## src/hdl/lr_pkg.sv

```systemverilog
// Types and constants shared by the line rasterizer.
`timescale 1ns / 1ps

package lr_pkg;

	localparam int MAX_DIM    = 64;
	localparam int COORD_BITS = 10;
	localparam int DIM_BITS   = 7;
	localparam int PIX_BITS   = 6;
	localparam int COLOR_BITS = 24;
	localparam int ADX_BITS   = COORD_BITS + 1;
	localparam int NADY_BITS  = COORD_BITS + 2;
	localparam int ERR_BITS   = COORD_BITS + 3;
	localparam int TWICE_BITS = ERR_BITS + 1;

	localparam logic [DIM_BITS-1:0] DIM_RESET = DIM_BITS'(MAX_DIM);
	localparam logic [DIM_BITS-1:0] DIM_MAX   = DIM_BITS'(MAX_DIM);

	typedef enum logic [0:0] {
		REG_SCREEN_WIDTH  = 1'b0,
		REG_SCREEN_HEIGHT = 1'b1
	} reg_index_t;

	typedef enum logic [1:0] {
		ST_IDLE,
		ST_WALK,
		ST_LAST
	} lr_state_t;

endpackage

```

## src/hdl/line_rasterizer.sv

```systemverilog
// Line rasterizer top level: Bresenham walker with screen clipping.
`timescale 1ns / 1ps

// Takes one line command at a time and walks its integer Bresenham line, both
// endpoints included, one point per clock cycle unless the output side stalls,
// through a single error adder and compare unit. Points inside the screen become
// pixel requests; the final request of a command carries last_pixel, and a
// command with no visible point gives one request with pixel_valid low. A
// command passes through accept, one walk step per point and the issue of the
// final request, held up whenever the output side stalls; in_ready stays low
// from the cycle after accept until the block is idle again. Screen sizes above
// 64 are treated as 64; the user must see that they are written only while the
// block is idle, which the block itself does not enforce.
module line_rasterizer
	import lr_pkg::*;
(
	input  logic                         clk,
	input  logic                         arst_n,
	input  logic                         cfg_wr_en,
	input  logic [0:0]                   cfg_index,
	input  logic [DIM_BITS-1:0]          cfg_data,
	input  logic                         in_valid,
	output logic                         in_ready,
	input  logic signed [COORD_BITS-1:0] start_x,
	input  logic signed [COORD_BITS-1:0] start_y,
	input  logic signed [COORD_BITS-1:0] end_x,
	input  logic signed [COORD_BITS-1:0] end_y,
	input  logic [COLOR_BITS-1:0]        line_color,
	output logic                         out_valid,
	input  logic                         out_ready,
	output logic [PIX_BITS-1:0]          pixel_x,
	output logic [PIX_BITS-1:0]          pixel_y,
	output logic [COLOR_BITS-1:0]        pixel_color,
	output logic                         pixel_valid,
	output logic                         last_pixel
);

	lr_state_t state_q, state_d;

	logic [DIM_BITS-1:0]          screen_width_q, screen_height_q;
	logic signed [COORD_BITS-1:0] cur_x_q, cur_y_q, target_x_q, target_y_q;
	logic signed [ERR_BITS-1:0]   step_error_q;
	logic [ADX_BITS-1:0]          abs_dx_q;
	logic signed [NADY_BITS-1:0]  neg_abs_dy_q;
	logic                         x_dec_q, y_dec_q;
	logic [COLOR_BITS-1:0]        color_q;
	logic                         held_valid_q;
	logic [PIX_BITS-1:0]          held_x_q, held_y_q;

	logic                         out_valid_q;
	logic [PIX_BITS-1:0]          pixel_x_q, pixel_y_q;
	logic [COLOR_BITS-1:0]        pixel_color_q;
	logic                         pixel_valid_q, last_pixel_q;

	logic [DIM_BITS-1:0]          w_sat, h_sat;
	logic                         visible, out_free;
	logic signed [TWICE_BITS-1:0] twice, adx_ext, nady_ext;
	logic                         x_cond, y_cond, done;
	logic signed [ERR_BITS-1:0]   err_next;
	logic                         accept, step_go, load_mid, load_final;

	logic signed [ADX_BITS-1:0]   dx_full, dy_full;
	logic [ADX_BITS-1:0]          init_adx;
	logic signed [NADY_BITS-1:0]  init_nady;
	logic signed [ERR_BITS-1:0]   init_err;

	assign w_sat = (screen_width_q > DIM_MAX) ? DIM_MAX : screen_width_q;
	assign h_sat = (screen_height_q > DIM_MAX) ? DIM_MAX : screen_height_q;

	assign visible = !cur_x_q[COORD_BITS-1] && !cur_y_q[COORD_BITS-1]
		&& (ADX_BITS'(unsigned'(cur_x_q)) < ADX_BITS'(w_sat))
		&& (ADX_BITS'(unsigned'(cur_y_q)) < ADX_BITS'(h_sat));

	assign out_free = !out_valid_q || out_ready;

	assign twice    = {step_error_q, 1'b0};
	assign adx_ext  = signed'(TWICE_BITS'(abs_dx_q));
	assign nady_ext = TWICE_BITS'(neg_abs_dy_q);
	assign x_cond   = twice >= nady_ext;
	assign y_cond   = twice <= adx_ext;
	assign done     = (x_cond && (cur_x_q == target_x_q))
		|| (y_cond && (cur_y_q == target_y_q));
	assign err_next = step_error_q
		+ (x_cond ? ERR_BITS'(neg_abs_dy_q) : ERR_BITS'(0))
		+ (y_cond ? signed'(ERR_BITS'(abs_dx_q)) : ERR_BITS'(0));

	assign dx_full   = ADX_BITS'(end_x) - ADX_BITS'(start_x);
	assign dy_full   = ADX_BITS'(end_y) - ADX_BITS'(start_y);
	assign init_adx  = dx_full[ADX_BITS-1] ? unsigned'(-dx_full) : unsigned'(dx_full);
	assign init_nady = dy_full[ADX_BITS-1] ? NADY_BITS'(dy_full)
		: -NADY_BITS'(dy_full);
	assign init_err  = signed'(ERR_BITS'(init_adx)) + ERR_BITS'(init_nady);

	always_ff @(posedge clk or negedge arst_n) begin
		if (!arst_n) begin
			state_q <= ST_IDLE;
		end else begin
			state_q <= state_d;
		end
	end

	always_comb begin
		state_d    = state_q;
		accept     = 1'b0;
		step_go    = 1'b0;
		load_mid   = 1'b0;
		load_final = 1'b0;
		unique case (state_q)
			ST_IDLE: begin
				accept = in_valid;
				if (in_valid) begin
					state_d = ST_WALK;
				end
			end
			ST_WALK: begin
				step_go  = !visible || !held_valid_q || out_free;
				load_mid = step_go && visible && held_valid_q;
				if (step_go && done) begin
					state_d = ST_LAST;
				end
			end
			ST_LAST: begin
				load_final = out_free;
				if (out_free) begin
					state_d = ST_IDLE;
				end
			end
			default: begin
				state_d = ST_IDLE;
			end
		endcase
	end

	assign in_ready = (state_q == ST_IDLE);

	// configuration
	always_ff @(posedge clk or negedge arst_n) begin
		if (!arst_n) begin
			screen_width_q  <= DIM_RESET;
			screen_height_q <= DIM_RESET;
		end else if (cfg_wr_en) begin
			unique case (reg_index_t'(cfg_index))
				REG_SCREEN_WIDTH:  screen_width_q  <= cfg_data;
				REG_SCREEN_HEIGHT: screen_height_q <= cfg_data;
				default: ;
			endcase
		end
	end

	// walker datapath
	always_ff @(posedge clk) begin
		if (accept) begin
			cur_x_q      <= start_x;
			cur_y_q      <= start_y;
			target_x_q   <= end_x;
			target_y_q   <= end_y;
			abs_dx_q     <= init_adx;
			neg_abs_dy_q <= init_nady;
			step_error_q <= init_err;
			x_dec_q      <= !(start_x < end_x);
			y_dec_q      <= !(start_y < end_y);
			color_q      <= line_color;
		end else if (step_go && !done) begin
			step_error_q <= err_next;
			if (x_cond) begin
				cur_x_q <= x_dec_q ? cur_x_q - COORD_BITS'(1) : cur_x_q + COORD_BITS'(1);
			end
			if (y_cond) begin
				cur_y_q <= y_dec_q ? cur_y_q - COORD_BITS'(1) : cur_y_q + COORD_BITS'(1);
			end
		end
		if (step_go && visible) begin
			held_x_q <= cur_x_q[PIX_BITS-1:0];
			held_y_q <= cur_y_q[PIX_BITS-1:0];
		end
	end

	always_ff @(posedge clk or negedge arst_n) begin
		if (!arst_n) begin
			held_valid_q <= 1'b0;
		end else if (accept || load_final) begin
			held_valid_q <= 1'b0;
		end else if (step_go && visible) begin
			held_valid_q <= 1'b1;
		end
	end

	// output register
	always_ff @(posedge clk or negedge arst_n) begin
		if (!arst_n) begin
			out_valid_q <= 1'b0;
		end else if (load_mid || load_final) begin
			out_valid_q <= 1'b1;
		end else if (out_ready) begin
			out_valid_q <= 1'b0;
		end
	end

	always_ff @(posedge clk) begin
		if (load_mid) begin
			pixel_x_q     <= held_x_q;
			pixel_y_q     <= held_y_q;
			pixel_color_q <= color_q;
			pixel_valid_q <= 1'b1;
			last_pixel_q  <= 1'b0;
		end else if (load_final) begin
			pixel_x_q     <= held_valid_q ? held_x_q : '0;
			pixel_y_q     <= held_valid_q ? held_y_q : '0;
			pixel_color_q <= held_valid_q ? color_q : '0;
			pixel_valid_q <= held_valid_q;
			last_pixel_q  <= 1'b1;
		end
	end

	assign out_valid   = out_valid_q;
	assign pixel_x     = pixel_x_q;
	assign pixel_y     = pixel_y_q;
	assign pixel_color = pixel_color_q;
	assign pixel_valid = pixel_valid_q;
	assign last_pixel  = last_pixel_q;

endmodule
```

## config.mk

```make
export PLATFORM = sky130hd
export DESIGN_NAME = line_rasterizer
export DESIGN_NICKNAME = d
export VERILOG_FILES = /design/src/hdl/lr_pkg.sv /design/src/hdl/line_rasterizer.sv
export SDC_FILE = /design/constraint.sdc
export NUM_CORES = 1
export LEC_CHECK = 0
export ABC_AREA = 1
export BUFFER_PORTS_ARGS = -buffer_cell sky130_fd_sc_hd__buf_4
export CORE_MARGIN = 5
export CORE_UTILIZATION = 60
export DETAILED_ROUTE_END_ITERATION = 8
export PLACE_DENSITY = 0.89
export SYNTH_ARGS = -nofsm -noshare
export SYNTH_HDL_FRONTEND = slang
export SYNTH_SLANG_ARGS = --single-unit
```

## constraint.sdc

```tcl
create_clock -name clk -period 7.8 [get_ports clk]
set_clock_uncertainty 0.05 [all_clocks]
set_input_delay 0 -clock clk [delete_from_list [all_inputs] [get_ports clk]]
set_output_delay 0 -clock clk [all_outputs]
set_load 0.1 [all_outputs]
```

# [Yosys cells after proc, flatten, opt, wreduce, memory -nomap -nowiden]
# Index checks and enable logic that the tools add are counted.
[classes] mux=37 n_eq_ne=7 magnitude_cmp=8 addsub=11 bitwise=1 shifts=0 reduce_logical=36 n_div=0 n_mul=0
[op_table] cell="10-bit two-way mux" n=8
[op_table] cell="24-bit two-way mux" n=3
[op_table] cell="13-bit two-way mux" n=3
[op_table] cell="6-bit two-way mux" n=6
[op_table] cell="11-bit two-way mux" n=2
[op_table] cell="10-bit by 10-bit subtractor with 11-bit output" n=2
[op_table] cell="10-bit by 2-bit adder with 10-bit output, second input constant" n=2
[op_table] cell="10-bit equality test" n=2
[op_table] cell="10-bit < comparator" n=2
[op_table] cell="10-bit by 7-bit < comparator with 1-bit output" n=2
[op_table] cell="10-bit by 2-bit subtractor with 10-bit output, second input constant" n=2
[op_table] cell="14-bit by 12-bit >= comparator with 1-bit output" n=1
[op_table] cell="7-bit greater-than comparator, second input constant" n=2
[op_table] cell="14-bit by 12-bit <= comparator with 1-bit output" n=1
[op_table] cell="7-bit two-way mux" n=2
[op_table] cell="12-bit by 12-bit adder with 13-bit output" n=1
[op_table] cell="13-bit by 12-bit adder with 13-bit output" n=1
[op_table] cell="13-bit adder" n=1
[op_table] cell="12-bit two-way mux" n=1
[op_table] cell="11-bit negator with 12-bit output" n=1
[op_table] cell="2-bit nonzero test" n=6
[op_table] cell="11-bit negator" n=1
[op_table] cell="1-bit logical AND" n=10
[op_table] cell="1-bit zero test" n=8
[op_table] cell="11 further kinds" n=30
[word_totals] word_cells=122 out_inout_bits=40 input_bits=77 romBits=0 reg_bits=170 ramBits=0 memories=0 latch_bits=0

# [Logic depth before layout (Yosys ltp)]
[logic_depth] word_depth=13 mapped_depth=27 depth_no_buf=27

# [Least setup slack after synthesis]
# Ideal clock, no wire load.
[synth_timing] path_type="flip-flop to flip-flop" start="register neg_abs_dy_q[11]" end="register step_error_q[11], data pin" stages_incl_launch_ff=27 required_ns=7.494 synth_period_minus_slack_ns=3.716 n_path_buf=0 setup_slack_ns=4.084 arrival_ns=3.411 path_cell_list="edfxtp_1 inv_1 ha_1 nand2_1 inv_1 nand2_1 nand2_1 a21oi_1 nand2_1 nand2_1 nand2_1 inv_2 nor2_1 fa_1 ha_1 inv_1 fa_1 inv_1 nand3_1 nand2_1 nand4_1 nand2_1 nand2_1 a21oi_1 o21ai_0 nand3_1 nand2_1"
[synth_between] elab_chain_cells=6
[synth_lines] element="start, declared" line="line_rasterizer.sv:44" text="logic signed [NADY_BITS-1:0] neg_abs_dy_q;"
[synth_lines] element="start signal, assigned" line="line_rasterizer.sv:158" text="neg_abs_dy_q <= init_nady;"
[synth_lines] element="14-bit by 12-bit >= comparator with 1-bit output" line="line_rasterizer.sv:79" text="assign x_cond = twice >= nady_ext;"
[synth_lines] element="13-bit two-way mux (*)" line="line_rasterizer.sv:84" text="+ (x_cond ? ERR_BITS'(neg_abs_dy_q) : ERR_BITS'(0))"
[synth_lines] element="13-bit adder (*)" line="line_rasterizer.sv:84"
[synth_lines] element="13-bit by 12-bit adder with 13-bit output (*)" line="line_rasterizer.sv:85" text="+ (y_cond ? signed'(ERR_BITS'(abs_dx_q)) : ERR_BITS'(0));"
[synth_lines] element="13-bit two-way mux (*)" line="line_rasterizer.sv:163" text="end else if (step_go && !done) begin"
[synth_lines] element="13-bit two-way mux (*)" line="line_rasterizer.sv:152" text="if (accept) begin"
[synth_lines] element="end signal, assigned" line="line_rasterizer.sv:159" text="step_error_q <= init_err;"
[synth_lines] element="end signal, assigned" line="line_rasterizer.sv:164" text="step_error_q <= err_next;"
[synth_lines] element="end, declared" line="line_rasterizer.sv:42" text="logic signed [ERR_BITS-1:0] step_error_q;"
# Mark *: on every way between the ends. The rest lies on a longest branch, timed or not. The select of a mux whose other input is x is not followed.
# A chain may end at the register's enable or synchronous reset.

# [Final worst setup path]
# Same ends and word-level chain as after synthesis.

==> flow_metrics.env <==
export IMPL_cts_root_buf="clkbuf_16"
export IMPL_fin_setup_tns_ns=0
export IMPL_drcViolationCount=0
export IMPL_synth_simple_area_share_pct=20.12
export IMPL_initial_core_util_pct=61.17
export IMPL_seq_area_frac_synth_pct=45.17
export IMPL_cts_buffer_depth=2
export IMPL_viasPerCell=5.571
export IMPL_grt_pass1_vias=9327
export IMPL_holdPathStages=4
export IMPL_r2r_slack_ns=3.50
export IMPL_die_area_mm2=0.02125
export IMPL_area_growth_pct=22.18
export IMPL_synthCells=1257
export IMPL_die_w_um=145.8
export IMPL_synth_area_leaders="edfxtp_1, ha_1, nand2_1"
export IMPL_worst_setup_path_end_kind="register"
export IMPL_async_flop_share_pct=10.59
export IMPL_clock_sinks=170
export IMPL_fmax_mhz=232.8
export IMPL_worst_r2r_path_depth=26
export IMPL_num_rows=49
export IMPL_setup_violations=0
export IMPL_synth_xor_area_share_pct=3.687
export IMPL_dr_pass1_iters=6
export IMPL_grt_max_degree=65
export IMPL_num_vias=9470
export IMPL_n_antenna_cell=0
export IMPL_synth_compound_area_share_pct=8.675
export IMPL_synth_yosys_warnings=0
export IMPL_initialDrtViolationCount=886
export IMPL_synthTopCellsByCount="nand2_1, inv_1, edfxtp_1, ha_1, nor2_1"
export IMPL_synth_top_family_by_area="simple AND/OR/NAND/NOR gates"
export IMPL_antenna_found_initial=0
export IMPL_cts_setup_buffers=0
export IMPL_yosysUniqueCellTypes=49
export IMPL_power_leakage_uw=0.006524
export IMPL_drt_wl_total_um=29360
export IMPL_wire_per_inst_um=17.27
export IMPL_syn_nets=1449
export IMPL_ios=117
export IMPL_nNetsFinal=1650
export IMPL_netlist_area_mm2=0.01106
export IMPL_cp_data_required_time_ns=7.93
export IMPL_dp_hpwl_um=20810
export IMPL_finalHoldViolations=0
export IMPL_drv_slew=0
export IMPL_ys_ff_latch=170
export IMPL_ant_nets=0
export IMPL_htreeDepth=4
export IMPL_grt_util_all_layers_pct=27.85
export IMPL_clock_latency_ns=0.43
export IMPL_grt_overflow=0
export IMPL_hold_class="input pin to register"
export IMPL_critical_path_startpoint="neg_abs_dy_q[11]"
export IMPL_clkTransAtPathRegs_ns=0.07
export IMPL_dieHeight_um=145.8
export IMPL_gp_congestion=0.9569
export IMPL_synth_edf_count=150
export IMPL_synth_main_ff_cell="edfxtp_1"
export IMPL_crit_path_start_kind="register"
export IMPL_rsz0062_at_grt="no"
export IMPL_yosysTopAreaCell="edfxtp_1"
export IMPL_cts_tree="built"
export IMPL_core_mm2=0.01809
export IMPL_synthAdderAreaFrac_pct=14.16
export IMPL_cts_buffers=17
export IMPL_worst_pin_slew_ns=0.8119
export IMPL_status="completed"
export IMPL_synthMuxAreaShare_pct=0
export IMPL_r2r_start="neg_abs_dy_q[11]"
export IMPL_synth_most_common_cell="nand2_1"
export IMPL_vdd_drop_max_uv=183.0
export IMPL_layout_cells_non_filler=1700
export IMPL_crit_path_end="step_error_q[11]"
export IMPL_syn_area_per_cell_um2=8.801
export IMPL_worstSetupPathType="register to register"
export IMPL_powerDensity_mw_per_mm2=330.3
export IMPL_reg2reg_to="step_error_q[11]"
export IMPL_critical_path_arrival_ns=4.43
export IMPL_synth_top_area_share_pct=40.71
export IMPL_slew_headroom_pct=45.70
export IMPL_fin_crit_ns=4.296
export IMPL_grt_pass1_wl_um=47560
export IMPL_cp_max_fo=9
export IMPL_worstHoldStart="cfg_wr_en"
export IMPL_port_buffers=116
export IMPL_fin_crit_sh_pct=55.08
export IMPL_dp_cells=1592
export IMPL_maxCapViolations=0
export IMPL_drive_gt1_share_pct=14.07
[power breakdown]
part           switching (uW)  internal, uW
clock network             367           445
logic                    1380           849
registers                 157          1270
[layer usage]
layer | vias up | track usage [%] | part of all wire [%]
met5 | - | 0 | 0
met4 | 0 | 8.927 | 2.6
met3 | 68 | 5.543 | 8.0
met2 | 471 | 46.66 | 48
met1 | 4392 | 36.64 | 41
li1 | 4539 | - | -
[per-stage QoR]
step	area, um2	power (uW)	hold slack [ns]	utilization, %	worst slack, ns
global placement	12190	3452	-0.1728	67.40	3.701
global route	13520	4822	0.09632	74.74	3.123
floorplan	11060	2997	-0.3456	-	4.084
finish	13520	4464	0.07827	74.74	3.504
detailed placement	12190	3557	-0.1666	67.40	3.558
CTS	13520	4409	0.02618	74.74	3.520
[layout by cell type (no fill, tap or decap), types with 3 or more instances in the layout]
master         Yosys  layout
a31oi_1           10      10
dfrtp_1           16      16
clkbuf_8           0       4
nand3_2            3       3
nor2_2             7       7
o21bai_1           5       5
xor2_1            24      24
ha_1              98      98
o2111ai_1          3       3
clkbuf_16          0      17
inv_1            221     220
fa_1              17      17
nand3_1           58      58
a21oi_2            4       4
nand3b_1           3       3
a21oi_1           60      60
o211ai_1           4       4
nand2_1          310     310
buf_4              1     121
xnor2_1           17      17
o22ai_1            5       5
dlygate4sd3_1      0      76
clkinvlp_4         0       5
nand2_2           11      11
a21o_1             4       4
o21ai_0           66      65
edfxtp_1         150     150
nor3_1            10      10
inv_6              0       3
or2_2             14      14
nor2_1            80      80
clkinv_2           0       3
nand4_1           16      16
[critical path, cell delays in order, from the launching register on]
cell and delay, ns:
edfxtp_1 0.45, inv_1 0.14, ha_1 0.28, nand2_1 0.11, inv_1 0.04, nand2_1 0.06, nand2_1 0.05, a21oi_1 0.16
nand2_1 0.07, nand2_1 0.07, nand2_1 0.20, inv_2 0.23, nor2_1 0.08, fa_1 0.51, ha_1 0.14, inv_1 0.06
fa_1 0.39, inv_1 0.08, nand3_1 0.06, nand2_1 0.13, nand4_1 0.10, nand2_1 0.10, nand2_1 0.07, a21oi_1 0.18
o21ai_0 0.10, nand3_1 0.07, nand2_1 0.06
[sequential cells by signal (all words and copies together) (netlist names), 7 cells and up]
signal and count:
abs_dx_q 11, color_q 24, cur_x_q 10, cur_y_q 10, neg_abs_dy_q 12, pixel_color 24, screen_height_q 7, screen_width_q 7
step_error_q 13, target_x_q 10, target_y_q 10
[how the worst min path moves through the flow]
stage	endpoint	slack (ns)
6_report	screen_width_q[6]	0.08
5_1_grt	state_q[0]	0.1
4_1_cts	screen_width_q[6]	0.03
3_5_place_dp	screen_width_q[5]	-0.17
3_3_place_gp	screen_width_q[0]	-0.17
2_1_floorplan	held_valid_q	-0.35
[what timing repair did]
action	CTS	global route
hold endpoints to repair	100	0
hold buffers	76	0
gates resized for setup	0	0
[kinds of logic (layout without fill, tap and decap cells)]
family / count (synthesis) / after routing
and+or+nand+nor: 520 / 520
AOI/OAI and AO/OA: 170 / 170
DFF: 170 / 170
adders and majority gates: 115 / 115
buffers and inverters: 238 / 452
xor gates and xnor gates: 44 / 44
[final cells by class]
type	instances	area, um2
clock buffer	21	480.5
clock inverter	11	85.08
fill	1181	4569
inverter	223	838.3
multi-input combinational	849	5160
sequential	170	4997
tap	229	286.5
timing repair buffer	197	1669
(Power assumes the default switching activity.)
